<file path="src/rtl/lspe_pkg.sv">
`timescale 1ns / 1ps
`default_nettype none

package lspe_pkg;

   localparam int SENSOR_COUNT = 5;
   localparam int FULL_SCALE = 1000;
   localparam int QUO_BITS = 11;      // quotient bits per divide, saturates at 2047
   localparam int LEVEL_BITS = 10;
   localparam int LOST_BITS = 11;
   localparam int ERROR_BITS = 12;
   localparam int WSUM_BITS = 23;     // |weighted sum| <= 3,000,000
   localparam int NSUM_BITS = 13;     // sum of clamped levels <= 5000
   localparam int OP_BITS = 2;
   localparam int RSP_DATA_BITS = 16;
   localparam int CSR_ADDR_BITS = 4;
   localparam int CSR_DATA_BITS = 32;

   typedef logic [OP_BITS-1:0] op_type;
   typedef logic [1:0] reg_index_type;

   localparam op_type OP_CLEAR = 2'd0;
   localparam op_type OP_CALIBRATE = 2'd1;
   localparam op_type OP_MEASURE = 2'd2;

   localparam reg_index_type REG_ACTIVE_LEVEL = 2'd0;
   localparam reg_index_type REG_BRANCH_LEVEL = 2'd1;
   localparam reg_index_type REG_WHITE_LEVEL = 2'd2;
   localparam reg_index_type REG_LOST_ERROR = 2'd3;

   localparam logic [LEVEL_BITS-1:0] ACTIVE_LEVEL_RESET = 10'd200;
   localparam logic [LEVEL_BITS-1:0] BRANCH_LEVEL_RESET = 10'd300;
   localparam logic [LEVEL_BITS-1:0] WHITE_LEVEL_RESET = 10'd100;
   localparam logic [LOST_BITS-1:0] LOST_ERROR_RESET = 11'd1500;

   typedef logic signed [ERROR_BITS-1:0] weight_type;

   // position weights, left to right
   localparam weight_type SENSOR_WEIGHT [SENSOR_COUNT] = '{
      -12'sd2000, -12'sd1000, 12'sd0, 12'sd1000, 12'sd2000
   };

endpackage

`default_nettype wire

</file>
<file path="src/rtl/line_sensor_position_estimator.sv">
`timescale 1ns / 1ps
`default_nettype none

// Five-channel line sensor position estimator. Op 0 clears the per-sensor
// calibration bounds, op 1 widens them, op 2 scales each sample to 0..1000
// against its bounds and returns the weighted centroid (-2000..2000) with the
// line-lost, station-mark, branch and all-white flags; ops other than 2 return zeros.
// A calibration op passes through S_DONE into the output register. A measure
// uses one shared restoring divider that produces 11 quotient bits, one per cycle;
// it runs for the five scalings, then for the centroid unless no sensor is active,
// each run framed by S_LOAD or S_CLOAD, S_CHECK and S_POST; a scaling whose
// quotient is out of range skips the divide steps. req_tready is low while an
// item is in work; a finished result waits in the output register.
module line_sensor_position_estimator #(
   parameter int SAMPLE_BITS = 12,
   localparam int ReqDataBits = ((lspe_pkg::SENSOR_COUNT * SAMPLE_BITS + 1 + 7) / 8) * 8
) (
   input  wire logic                                clock,
   input  wire logic                                reset,
   input  wire logic                                req_tvalid,
   output logic                                     req_tready,
   // sample_0 .. sample_4 (SAMPLE_BITS each), prev_error_positive, zero fill
   input  wire logic [ReqDataBits-1:0]              req_tdata,
   // op
   input  wire logic [lspe_pkg::OP_BITS-1:0]        req_tuser,
   output logic                                     rsp_tvalid,
   input  wire logic                                rsp_tready,
   // line_error[11:0], line_lost, station_mark, branch_seen, all_white
   output logic [lspe_pkg::RSP_DATA_BITS-1:0]       rsp_tdata,
   input  wire logic                                csr_psel,
   input  wire logic                                csr_penable,
   input  wire logic                                csr_pwrite,
   input  wire logic [lspe_pkg::CSR_ADDR_BITS-1:0]  csr_paddr,
   input  wire logic [lspe_pkg::CSR_DATA_BITS-1:0]  csr_pwdata,
   output logic [lspe_pkg::CSR_DATA_BITS-1:0]       csr_prdata,
   output logic                                     csr_pready
);
   import lspe_pkg::*;

   localparam int NumBits = (SAMPLE_BITS + 10 > WSUM_BITS - 1) ? SAMPLE_BITS + 10
                                                              : WSUM_BITS - 1;
   localparam int DenBits = (SAMPLE_BITS > NSUM_BITS) ? SAMPLE_BITS : NSUM_BITS;
   localparam int IdxBits = $clog2(SENSOR_COUNT);
   localparam int CntBits = $clog2(QUO_BITS);

   localparam logic [2:0] S_IDLE = 3'd0;
   localparam logic [2:0] S_LOAD = 3'd1;
   localparam logic [2:0] S_CHECK = 3'd2;
   localparam logic [2:0] S_DIV = 3'd3;
   localparam logic [2:0] S_POST = 3'd4;
   localparam logic [2:0] S_CLOAD = 3'd5;
   localparam logic [2:0] S_DONE = 3'd6;

   localparam logic [IdxBits-1:0] LastIdx = IdxBits'(SENSOR_COUNT - 1);
   localparam logic [CntBits-1:0] LastStep = CntBits'(QUO_BITS - 1);

   typedef logic [SAMPLE_BITS-1:0] sample_type;

   // control state
   logic [2:0]            state_ff, state_in;
   logic [IdxBits-1:0]    idx_ff, idx_in;
   logic [CntBits-1:0]    cnt_ff, cnt_in;
   logic                  centroid_ff, centroid_in;
   logic                  rsp_valid_ff, rsp_valid_in;
   sample_type            cal_low_ff [SENSOR_COUNT];
   sample_type            cal_low_in [SENSOR_COUNT];
   sample_type            cal_high_ff [SENSOR_COUNT];
   sample_type            cal_high_in [SENSOR_COUNT];
   logic [LEVEL_BITS-1:0] active_level_ff, branch_level_ff, white_level_ff;
   logic [LOST_BITS-1:0]  lost_error_ff;

   // datapath
   op_type                op_ff, op_in;
   logic                  prev_pos_ff, prev_pos_in;
   sample_type            samp_ff [SENSOR_COUNT];
   sample_type            samp_in [SENSOR_COUNT];
   logic [NumBits-1:0]    dvd_ff, dvd_in;
   logic [DenBits-1:0]    dvs_ff, dvs_in;
   logic [DenBits-1:0]    rem_ff, rem_in;
   logic [QUO_BITS-1:0]   shq_ff, shq_in;
   logic                  neg_ff, neg_in;
   logic signed [WSUM_BITS-1:0] wsum_ff, wsum_in;
   logic [NSUM_BITS-1:0]  nsum_ff, nsum_in;
   logic                  any_active_ff, any_active_in;
   logic [2:0]            dark_cnt_ff, dark_cnt_in;
   logic                  outer_ff, outer_in;
   logic                  white_all_ff, white_all_in;
   logic                  mid_all_ff, mid_all_in;
   logic                  lost_ff, lost_in;
   logic [ERROR_BITS-1:0] err_ff, err_in;
   logic [RSP_DATA_BITS-1:0] out_data_ff, out_data_in;

   // unpacked request
   sample_type            req_sample [SENSOR_COUNT];
   logic                  req_prev_pos;
   logic                  req_xfer;

   // scaling setup
   sample_type                  cur_s, cur_lo, cur_hi;
   logic signed [SAMPLE_BITS:0] diff, span;
   sample_type                  diff_mag, span_mag;
   logic [NumBits-1:0]          num_mag;
   logic [SAMPLE_BITS+2:0]      s_times5, hi_times4;

   // divider step
   logic [DenBits:0]      trial;
   logic                  trial_ge;
   logic                  range_over;

   // accumulation
   logic                  v_neg;
   logic [LEVEL_BITS-1:0] clamped;
   logic signed [WSUM_BITS-1:0] prod;
   logic [WSUM_BITS-2:0]  wsum_mag;
   logic [ERROR_BITS-1:0] q_ext;

   logic                  csr_write;

   always_comb begin
      for (int i = 0; i < SENSOR_COUNT; i++) begin
         req_sample[i] = req_tdata[i*SAMPLE_BITS +: SAMPLE_BITS];
      end
   end
   assign req_prev_pos = req_tdata[SENSOR_COUNT*SAMPLE_BITS];

   assign req_tready = (state_ff == S_IDLE);
   assign req_xfer = req_tvalid && req_tready;
   assign rsp_tvalid = rsp_valid_ff;
   assign rsp_tdata = out_data_ff;

   // configuration port
   assign csr_pready = 1'b1;
   assign csr_write = csr_psel && csr_penable && csr_pwrite;

   always_comb begin
      unique case (reg_index_type'(csr_paddr[3:2]))
         REG_ACTIVE_LEVEL: csr_prdata = CSR_DATA_BITS'(active_level_ff);
         REG_BRANCH_LEVEL: csr_prdata = CSR_DATA_BITS'(branch_level_ff);
         REG_WHITE_LEVEL:  csr_prdata = CSR_DATA_BITS'(white_level_ff);
         REG_LOST_ERROR:   csr_prdata = CSR_DATA_BITS'(lost_error_ff);
         default:          csr_prdata = '0;
      endcase
   end

   // scaling setup for the current sensor
   assign cur_s = samp_ff[idx_ff];
   assign cur_lo = cal_low_ff[idx_ff];
   assign cur_hi = cal_high_ff[idx_ff];
   assign diff = $signed({1'b0, cur_s}) - $signed({1'b0, cur_lo});
   assign span = $signed({1'b0, cur_hi}) - $signed({1'b0, cur_lo});
   assign diff_mag = diff[SAMPLE_BITS] ? SAMPLE_BITS'(-diff) : diff[SAMPLE_BITS-1:0];
   assign span_mag = span[SAMPLE_BITS] ? SAMPLE_BITS'(-span) : span[SAMPLE_BITS-1:0];
   assign num_mag = NumBits'(diff_mag) * NumBits'(FULL_SCALE);
   // s > floor(4*high/5) is the same test as 5*s > 4*high
   assign s_times5 = {2'b00, cur_s, 1'b0} + {3'b000, cur_s} + {2'b00, cur_s, 1'b0};
   assign hi_times4 = {1'b0, cur_hi, 2'b00};

   // restoring divider, one quotient bit per cycle
   assign range_over = {QUO_BITS'(0), dvd_ff[NumBits-1:QUO_BITS]} >= NumBits'(dvs_ff);
   assign trial = {rem_ff, shq_ff[QUO_BITS-1]};
   assign trial_ge = trial >= {1'b0, dvs_ff};

   // per-sensor accumulation
   assign v_neg = neg_ff && (shq_ff != '0);
   always_comb begin
      if (v_neg) begin
         clamped = '0;
      end else if (shq_ff > QUO_BITS'(FULL_SCALE)) begin
         clamped = LEVEL_BITS'(FULL_SCALE);
      end else begin
         clamped = shq_ff[LEVEL_BITS-1:0];
      end
   end
   assign prod = $signed({1'b0, clamped}) * SENSOR_WEIGHT[idx_ff];
   assign wsum_mag = wsum_ff[WSUM_BITS-1] ? (WSUM_BITS-1)'(-wsum_ff)
                                          : wsum_ff[WSUM_BITS-2:0];
   assign q_ext = {1'b0, shq_ff};

   always_comb begin
      state_in = state_ff;
      idx_in = idx_ff;
      cnt_in = cnt_ff;
      centroid_in = centroid_ff;
      rsp_valid_in = rsp_valid_ff;
      cal_low_in = cal_low_ff;
      cal_high_in = cal_high_ff;
      op_in = op_ff;
      prev_pos_in = prev_pos_ff;
      samp_in = samp_ff;
      dvd_in = dvd_ff;
      dvs_in = dvs_ff;
      rem_in = rem_ff;
      shq_in = shq_ff;
      neg_in = neg_ff;
      wsum_in = wsum_ff;
      nsum_in = nsum_ff;
      any_active_in = any_active_ff;
      dark_cnt_in = dark_cnt_ff;
      outer_in = outer_ff;
      white_all_in = white_all_ff;
      mid_all_in = mid_all_ff;
      lost_in = lost_ff;
      err_in = err_ff;
      out_data_in = out_data_ff;

      if (rsp_valid_ff && rsp_tready) begin
         rsp_valid_in = 1'b0;
      end

      unique case (state_ff)
         S_IDLE: begin
            if (req_xfer) begin
               op_in = req_tuser;
               prev_pos_in = req_prev_pos;
               samp_in = req_sample;
               idx_in = '0;
               centroid_in = 1'b0;
               wsum_in = '0;
               nsum_in = '0;
               any_active_in = 1'b0;
               dark_cnt_in = '0;
               outer_in = 1'b0;
               white_all_in = 1'b1;
               mid_all_in = 1'b1;
               lost_in = 1'b0;
               err_in = '0;
               state_in = S_DONE;
               unique case (req_tuser)
                  OP_CLEAR: begin
                     for (int i = 0; i < SENSOR_COUNT; i++) begin
                        cal_low_in[i] = '1;
                        cal_high_in[i] = '0;
                     end
                  end
                  OP_CALIBRATE: begin
                     for (int i = 0; i < SENSOR_COUNT; i++) begin
                        if (req_sample[i] < cal_low_ff[i]) begin
                           cal_low_in[i] = req_sample[i];
                        end
                        if (req_sample[i] > cal_high_ff[i]) begin
                           cal_high_in[i] = req_sample[i];
                        end
                     end
                  end
                  OP_MEASURE: begin
                     state_in = S_LOAD;
                  end
                  default: begin
                  end
               endcase
            end
         end
         S_LOAD: begin
            dvd_in = num_mag;
            dvs_in = (span_mag == '0) ? DenBits'(1) : DenBits'(span_mag);
            neg_in = diff[SAMPLE_BITS] ^ span[SAMPLE_BITS];
            if ((idx_ff != '0) && (idx_ff != LastIdx) && !(s_times5 > hi_times4)) begin
               mid_all_in = 1'b0;
            end
            state_in = S_CHECK;
         end
         S_CHECK: begin
            if (range_over) begin
               shq_in = '1;
               state_in = S_POST;
            end else begin
               rem_in = DenBits'(dvd_ff >> QUO_BITS);
               shq_in = dvd_ff[QUO_BITS-1:0];
               cnt_in = '0;
               state_in = S_DIV;
            end
         end
         S_DIV: begin
            rem_in = trial_ge ? DenBits'(trial - {1'b0, dvs_ff}) : trial[DenBits-1:0];
            shq_in = {shq_ff[QUO_BITS-2:0], trial_ge};
            cnt_in = cnt_ff + 1'b1;
            if (cnt_ff == LastStep) begin
               state_in = S_POST;
            end
         end
         S_POST: begin
            if (centroid_ff) begin
               err_in = neg_ff ? ERROR_BITS'(-q_ext) : q_ext;
               state_in = S_DONE;
            end else begin
               if (clamped > active_level_ff) begin
                  wsum_in = wsum_ff + prod;
                  nsum_in = nsum_ff + NSUM_BITS'(clamped);
                  any_active_in = 1'b1;
               end
               if (!v_neg && (shq_ff > {1'b0, branch_level_ff})) begin
                  dark_cnt_in = dark_cnt_ff + 1'b1;
                  if ((idx_ff == '0) || (idx_ff == LastIdx)) begin
                     outer_in = 1'b1;
                  end
               end
               if (!(v_neg || (shq_ff < {1'b0, white_level_ff}))) begin
                  white_all_in = 1'b0;
               end
               idx_in = idx_ff + 1'b1;
               state_in = (idx_ff == LastIdx) ? S_CLOAD : S_LOAD;
            end
         end
         S_CLOAD: begin
            if (!any_active_ff) begin
               lost_in = 1'b1;
               err_in = prev_pos_ff ? {1'b0, lost_error_ff}
                                    : ERROR_BITS'(-{1'b0, lost_error_ff});
               state_in = S_DONE;
            end else begin
               dvd_in = NumBits'(wsum_mag);
               dvs_in = DenBits'(nsum_ff);
               neg_in = wsum_ff[WSUM_BITS-1];
               centroid_in = 1'b1;
               state_in = S_CHECK;
            end
         end
         S_DONE: begin
            if (!rsp_valid_ff || rsp_tready) begin
               if (op_ff == OP_MEASURE) begin
                  out_data_in = {white_all_ff, (dark_cnt_ff >= 3'd3) && outer_ff,
                                 mid_all_ff, lost_ff, err_ff};
               end else begin
                  out_data_in = '0;
               end
               rsp_valid_in = 1'b1;
               state_in = S_IDLE;
            end
         end
         default: begin
            state_in = S_IDLE;
         end
      endcase
   end

   always_ff @(posedge clock) begin
      if (reset) begin
         state_ff <= S_IDLE;
         idx_ff <= '0;
         cnt_ff <= '0;
         centroid_ff <= 1'b0;
         rsp_valid_ff <= 1'b0;
         for (int i = 0; i < SENSOR_COUNT; i++) begin
            cal_low_ff[i] <= '1;
            cal_high_ff[i] <= '0;
         end
         active_level_ff <= ACTIVE_LEVEL_RESET;
         branch_level_ff <= BRANCH_LEVEL_RESET;
         white_level_ff <= WHITE_LEVEL_RESET;
         lost_error_ff <= LOST_ERROR_RESET;
      end else begin
         state_ff <= state_in;
         idx_ff <= idx_in;
         cnt_ff <= cnt_in;
         centroid_ff <= centroid_in;
         rsp_valid_ff <= rsp_valid_in;
         cal_low_ff <= cal_low_in;
         cal_high_ff <= cal_high_in;
         if (csr_write) begin
            unique case (reg_index_type'(csr_paddr[3:2]))
               REG_ACTIVE_LEVEL: active_level_ff <= csr_pwdata[LEVEL_BITS-1:0];
               REG_BRANCH_LEVEL: branch_level_ff <= csr_pwdata[LEVEL_BITS-1:0];
               REG_WHITE_LEVEL:  white_level_ff <= csr_pwdata[LEVEL_BITS-1:0];
               REG_LOST_ERROR:   lost_error_ff <= csr_pwdata[LOST_BITS-1:0];
               default: begin
               end
            endcase
         end
      end
   end

   always_ff @(posedge clock) begin
      op_ff <= op_in;
      prev_pos_ff <= prev_pos_in;
      samp_ff <= samp_in;
      dvd_ff <= dvd_in;
      dvs_ff <= dvs_in;
      rem_ff <= rem_in;
      shq_ff <= shq_in;
      neg_ff <= neg_in;
      wsum_ff <= wsum_in;
      nsum_ff <= nsum_in;
      any_active_ff <= any_active_in;
      dark_cnt_ff <= dark_cnt_in;
      outer_ff <= outer_in;
      white_all_ff <= white_all_in;
      mid_all_ff <= mid_all_in;
      lost_ff <= lost_in;
      err_ff <= err_in;
      out_data_ff <= out_data_in;
   end

endmodule

`default_nettype wire

</file>
<file path="config.mk">
export PLATFORM = sky130hd
export DESIGN_NAME = line_sensor_position_estimator
export DESIGN_NICKNAME = d
export VERILOG_FILES = /design/src/rtl/lspe_pkg.sv /design/src/rtl/line_sensor_position_estimator.sv
export SDC_FILE = /design/constraint.sdc
export NUM_CORES = 1
export LEC_CHECK = 0
export BUFFER_PORTS_ARGS = -buffer_cell sky130_fd_sc_hd__buf_2
export CAP_MARGIN = 20
export CORE_AREA = 2 2 284 286
export CTS_BUF_LIST = sky130_fd_sc_hd__clkbuf_2 sky130_fd_sc_hd__clkbuf_4 sky130_fd_sc_hd__clkbuf_8
export DETAILED_ROUTE_END_ITERATION = 10
export DIE_AREA = 0 0 286 288
export PLACE_DENSITY = 0.54
export SYNTH_ARGS = -nofsm -noshare
export SYNTH_HDL_FRONTEND = slang
export SYNTH_SLANG_ARGS = --single-unit
</file>
<file path="constraint.sdc">
create_clock -name clock -period 20.6 [get_ports clock]
set_clock_uncertainty 0.15 [all_clocks]
set_input_delay 1.03 -clock clock [delete_from_list [all_inputs] [get_ports clock]]
set_output_delay 1.03 -clock clock [all_outputs]
set_load 0.005 [all_outputs]
</file>
==> flow_metrics.py, run 1 <==
metrics = {
    "placed_design": {
        "finalWeightedCongestion": 0.869,
        "portBuffers": 111,
        "dp_hpwl_um": 64400,
        "preCtsSetupSlack_ps": 10930,
        "post-place-cells": 4298,
    },
    "global_routing": {
        "grt_overflow": 0,
        "grtUsageTotal_pct": 20.9,
        "antenna_found_initial": 2,
        "grt_pass1_vias": 22600,
        "grt_pass1_wl_um": 133000,
        "grt_max_degree": 78,
    },
    "clock_tree": {
        "cts_root_buffer": "clkbuf_8",
        "post_cts_buffers": 0,
        "cts_tree": "yes",
        "clk_pin_slew_ps": 60,
        "cts_buffer_depth": 3,
        "clkSinkCount": 363,
        "numCtsBuffers": 71,
        "cts_hold_buf": 0,
        "cts-resized-gates": 0,
        "htreeDepth": 3,
        "insertion_delay_ps": 680,
    },
    "drt": {
        "drc": 0,
        "wl_per_cell_um": 19.2,
        "ant_nets": 0,
        "drt_wl_total_um": 85200,
        "drt_iter0_markers": 1862,
        "vias_per_cell": 5.21,
        "first_pass_iters": 6,
        "vias": 23100,
    },
    "timing": {
        "tightest_slew_ps": 1130,
        "setup_viol": 0,
        "finalCritPeriodShare_pct": 47.3,
        "slew_viol_final": 0,
        "relSlewSlack_pct": 24.3,
        "finalCriticalPeriod_ps": 9740,
        "fin_tns_setup_ps": 0,
        "rsz0062_at_grt": "no",
        "setup_slack_ps": 10860,
        "fmax_ghz": 0.103,
        "hold_viol": 0,
    },
    "critical_path": {
        "critPathKind": "reg -> reg",
        "critPathRequiredTime_ps": 20950,
        "crit_path_end_kind": "flop",
        "worst_path_max_delay_cell": "xnor2_1",
        "worstPathArrival_ps": 10090,
        "cp-start-kind": "flop",
        "max_stage_delay_ps": 600,
        "crit_top_cell": "fa_1",
        "crit_fanout": 47,
    },
    "die": {
        "core-area_um2": 79600,
        "dieHeight_um": 288,
        "initial_core_util_pct": 36.6,
        "io_pins": 160,
        "die_x_um": 286,
        "placementRows": 104,
        "die_area_um2": 82400,
    },
    "run": {
        "drv_cap": 0,
    },
    "run_status": {
        "status": "finished clean",
    },
    "logic_synthesis": {
        "synth_enable_flop_cells": 190,
        "avgSynthCellArea_um2": 9.05,
        "synth_warnings": 0,
        "yosysMostFrequentCell": "inv_1",
        "synthArstFlopShare_pct": 0,
        "synthFlopType": "edfxtp_1",
        "synth_top_area_share_pct": 19.6,
        "synth.largest_area_cell": "edfxtp_1",
        "synthTopCellsByArea": "edfxtp_1, ha_1, dfxtp_1",
        "syn_inst": 3221,
        "netlist_area_um2": 29200,
        "seq_area_frac_synth_pct": 31.4,
        "ys_types": 86,
        "ys_seq_elements": 363,
        "netlist_top_cells_count": "inv_1, ha_1, nand2_1",
    },
    "cells_and_area": {
        "drive_gt1_share_pct": 9.97,
        "fill_cells": 8044,
        "ff_latch_area_um2": 9170,
        "fin_cells": 4429,
        "area_growth_syn_to_layout_pct": 10.8,
        "multi_input_area_um2": 17900,
        "nets": 3890,
        "antennaDiodeCount": 0,
    },
    "hold_path": {
        "hp-class": "reg -> reg",
    },
}
-- layer usage --
layer  routed length (um)  track usage [%]
met5                   11                0
met3                 4070             3.04
met2                39900             34.8
met1                39600             28.6
met4                 1570             4.65
-- metrics by stage --
step	util (%)	cell area, um2	hold slack (ps)
floorplan	-	29200	282
global placement	38.6	30800	288
detailed placement	38.6	30800	293
CTS	40.5	32300	301
global route	40.6	32300	323
finish	40.6	32300	304
-- cells in the final DEF (no fill, tap or decap), drive strengths merged, types with 24 or more instances in the layout --
master	n
inv	428
ha	328
nand2	318
nor2	254
a21oi	205
edfxtp	190
dfxtp	173
buf	146
o21ai	139
fa	138
clkbuf	102
xnor2	97
a21o	63
mux2i	55
o2bb2ai	55
nand4	52
nor3	49
nand3	46
xor2	39
nor2b	33
o21a	28
nand2b	27
o22ai	26
a22o	24
-- cell families (layout without fill, tap and decap cells) --
kind of cell               after synthesis  after routing  synth area share (%)
xor gates and xnor gates               136            136                  4.09
adders and majority gates              468            468                  23.6
DFF                                    363            363                  31.4
muxes                                   68             68                  2.78
other                                    2             23                0.0258
buffers and inverters                  575            702                  7.76
AOI/OAI and AO/OA                      724            724                  16.5
and+or+nand+nor                        885            885                  13.8
-- final timing paths --
path	slack [ps]	endpoint	startpoint	depth (start not counted)
worst min register to register	300	cal_high_ff[47]	cal_high_ff[47]	2
worst max register to register	10860	dvd_ff[21]	idx_ff[1]	31
worst min-delay path	300	cal_high_ff[47]	cal_high_ff[47]	2
worst max-delay path	10860	dvd_ff[21]	idx_ff[1]	31
-- sequential cells by signal, indices dropped and copies added, names as in the netlist, 11 cells and up --
register	count
cal_low_ff	60
lost_error_ff	11
samp_ff	60
dvs_ff	13
cal_high_ff	60
err_ff	12
rsp_tdata	16
dvd_ff	20
shq_ff	11
nsum_ff	13
wsum_ff	20
rem_ff	13
-- worst max-delay path, delay by kind of cell, from the launching register on --
| family | cells | cell delay, ps |
|---|---|---|
| AO/OA/AOI/OAI | 12 | 2500 |
| adder cells (fa/ha/maj) | 7 | 2910 |
| XOR/XNOR | 1 | 600 |
| flip-flops | 1 | 340 |
| AND/OR/NAND/NOR | 6 | 1630 |
| buffers and inverters | 5 | 1350 |
-- layout make-up --
type / count / share of cell area, %
Inverter: 429 / 4.98
Tap cell: 1060 / 4.10
Multi-Input combinational cell: 2304 / 55.3
Sequential cell: 363 / 28.4
Clock inverter: 25 / 0.763
Timing Repair Buffer: 146 / 2.57
Clock buffer: 102 / 3.94
Power of run 1 is not shown: default switching activity piles up to over one toggle a cycle in this logic, so the estimate is an artifact.
==> inputs of run 2 (changes only) <==
--- a/config.mk
+++ b/config.mk
@@ -5,12 +5,13 @@
 export SDC_FILE = /design/constraint.sdc
 export NUM_CORES = 1
 export LEC_CHECK = 0
+export ABC_AREA = 1
 export BUFFER_PORTS_ARGS = -buffer_cell sky130_fd_sc_hd__buf_2
 export CAP_MARGIN = 20
-export CORE_AREA = 2 2 284 286
+export CORE_AREA = 2 2 286 288
 export CTS_BUF_LIST = sky130_fd_sc_hd__clkbuf_2 sky130_fd_sc_hd__clkbuf_4 sky130_fd_sc_hd__clkbuf_8
 export DETAILED_ROUTE_END_ITERATION = 10
-export DIE_AREA = 0 0 286 288
+export DIE_AREA = 0 0 288 290
 export PLACE_DENSITY = 0.54
 export SYNTH_ARGS = -nofsm -noshare
 export SYNTH_HDL_FRONTEND = slang
==> constraint.sdc (replaced) <==
create_clock -name clock -period 10.1 [get_ports clock]
set_clock_uncertainty 0.15 [all_clocks]
set_input_delay 0.505 -clock clock [delete_from_list [all_inputs] [get_ports clock]]
set_output_delay 0.505 -clock clock [all_outputs]
set_load 0.005 [all_outputs]
==> run 2 against run 1 <==
Net effect: synthesized cell count is 15% higher; die area is 1.4% higher; area after synthesis is 1.3% higher; hold slack worse by 250 ps; via count is 11% higher; fmax is 12% higher; core utilization is 1.0 points higher; clock-buffer cell count is 4 lower; global-route usage is 0.97 points higher; sequential share of layout area is 0.89 points lower; routed wire length is 6.3% higher.
==> flow_metrics.py, run 2 <==
metrics = {
    "run_status": {
        "status": "finished clean",
    },
    "critical_path": {
        "r2r_cells": 34,
        "crit_top_cell": "inv_1",
        "cp-start-kind": "flop",
        "worstPathArrival_ps": 8980,
        "r2r_start": "idx_ff[2]",
        "crit_fanout": 30,
        "crit_path_end_kind": "flop",
        "critPathKind": "reg -> reg",
        "rrSetupSlack_ps": 1420,
        "r2r_end": "dvd_ff[19]",
        "max_stage_delay_ps": 760,
        "worst_path_max_delay_cell": "o32ai_1",
        "critPathRequiredTime_ps": 10400,
    },
    "logic_synthesis": {
        "synthFlopType": "edfxtp_1",
        "yosysMostFrequentCell": "inv_1",
        "ys_seq_elements": 363,
        "syn_inst": 3699,
        "synthTopCellsByArea": "edfxtp_1, ha_1, dfxtp_1",
        "avgSynthCellArea_um2": 7.98,
        "ys_types": 65,
        "netlist_area_um2": 29500,
        "synth_warnings": 0,
        "synth.largest_area_cell": "edfxtp_1",
        "synth_top_area_share_pct": 19.3,
        "synth_enable_flop_cells": 190,
        "netlist_top_cells_count": "inv_1, nand2_1, a21oi_1",
        "seq_area_frac_synth_pct": 31.0,
        "synthArstFlopShare_pct": 0,
    },
    "hold_path": {
        "hold_start": "csr_pwdata[9]",
        "min_to": "active_level_ff[9]",
        "hold_depth": 3,
        "hp-class": "in -> reg",
    },
    "drt": {
        "ant_nets": 0,
        "drt_iter0_markers": 1872,
        "vias": 25500,
        "wl_per_cell_um": 18.2,
        "first_pass_iters": 5,
        "drc": 0,
        "drt_wl_total_um": 90600,
        "vias_per_cell": 5.12,
    },
    "clock_tree": {
        "cts_buffer_depth": 3,
        "numCtsBuffers": 71,
        "insertion_delay_ps": 700,
        "clkSinkCount": 363,
        "cts_tree": "yes",
        "htreeDepth": 3,
        "post_cts_buffers": 0,
        "cts_root_buffer": "clkbuf_8",
        "clk_pin_slew_ps": 70,
    },
    "cells_and_area": {
        "final_cell_mix": "inv_1, nand2_1, a21oi_1, ha_1, nor2_1",
        "multi_input_area_um2": 17400,
        "ff_latch_area_um2": 9170,
        "drive_gt1_share_pct": 8.08,
        "top_regs": "cal_high_ff: 60 flops, cal_low_ff: 60 flops, samp_ff: 60 flops",
        "area_growth_syn_to_layout_pct": 13.0,
        "layout_commonest_cell": "inv_1",
        "fill_cells": 8325,
        "nets": 4444,
    },
    "timing": {
        "finalCriticalPeriod_ps": 8680,
        "relSlewSlack_pct": 29.6,
        "tightest_slew_ps": 1060,
        "fmax_ghz": 0.115,
        "setup_viol": 0,
        "rsz0062_at_grt": "no",
        "slew_viol_final": 0,
        "fin_tns_setup_ps": 0,
        "hold_viol": 0,
        "finalCritPeriodShare_pct": 86.0,
    },
    "global_routing": {
        "grt_max_degree": 78,
        "antenna_found_initial": 1,
        "grt_overflow": 0,
        "grt_pass1_wl_um": 143000,
        "grt_pass1_vias": 25200,
        "grtUsageTotal_pct": 21.9,
    },
    "die": {
        "die_x_um": 288,
        "die_area_um2": 83500,
        "core-area_um2": 80200,
        "initial_core_util_pct": 36.8,
        "io_pins": 160,
        "placementRows": 104,
        "dieHeight_um": 290,
    },
    "run": {
        "drv_cap": 0,
    },
    "placed_design": {
        "portBuffers": 111,
        "finalWeightedCongestion": 0.933,
        "dp_hpwl_um": 70800,
    },
}
## run 2: layout make-up
type / instances / area share (%)
multi-input combinational: 2574 / 52.2
sequential: 363 / 27.5
inverter: 647 / 7.29
timing repair buffer: 212 / 4.52
tap: 1060 / 3.98
clock buffer: 98 / 3.65
clock inverter: 31 / 0.825
antenna: 1 / 0.00750
## run 2: logic make-up (layout without fill, tap and decap cells)
group	count (synthesis)	after routing	synth area share [%]
AO/OA/AOI/OAI	894	894	17.5
XOR/XNOR	57	57	1.79
adder cells (fa/ha/maj)	466	466	23.3
buffers and inverters	783	988	10.3
flip-flops	363	363	31.0
other	2	24	0.0254
AND/OR/NAND/NOR	1134	1134	16.0
## run 2: stage by stage
step	hold WS (ps)	instances	area, um2	util, %	setup WS, ps
final	54.9	4986	33400	41.6	1420
after global routing	36.0	4986	33400	41.6	592
after global placement	300	4784	31100	38.8	1510
after floorplan	293	3720	29600	-	2960
after detailed placement	306	4784	31100	38.8	1420
after CTS	5.87	4984	33300	41.6	1410
## run 2: worst max path at each step
stage,startpoint,endpoint,slack [ps],cells after the start
after detailed placement,idx_ff[2],dvd_ff[19],1420,34
after CTS,idx_ff[2],dvd_ff[19],1410,34
after global routing,idx_ff[2],dvd_ff[19],590,33
after floorplan,idx_ff[2],dvd_ff[19],2960,35
final,idx_ff[2],dvd_ff[19],1420,34
after global placement,idx_ff[2],dvd_ff[19],1510,34
## run 2: routing by layer
layer	vias up	part of all wire (%)	GRT usage [%]
met4	0	3.1	6.93
met5	-	0	0
li1	12700	-	-
met2	698	47	36.6
met1	12000	44	29.0
met3	145	5.5	3.05
## run 2: timing repair
item | 4_1_cts | 5_1_grt
hold buffers | 71 | 0
hold endpoints to repair | 118 | 0
resized for setup | 0 | 0
## run 2: critical path: cells and delay by family (launching register included)
family,cells,cell delay (ps)
buffers and inverters,9,1500
DFF,1,500
xor gates and xnor gates,2,770
and+or+nand+nor,12,1110
AOI/OAI and AO/OA,5,1800
adders and majority gates,6,2550
Power of run 2 is left out for the same reason.
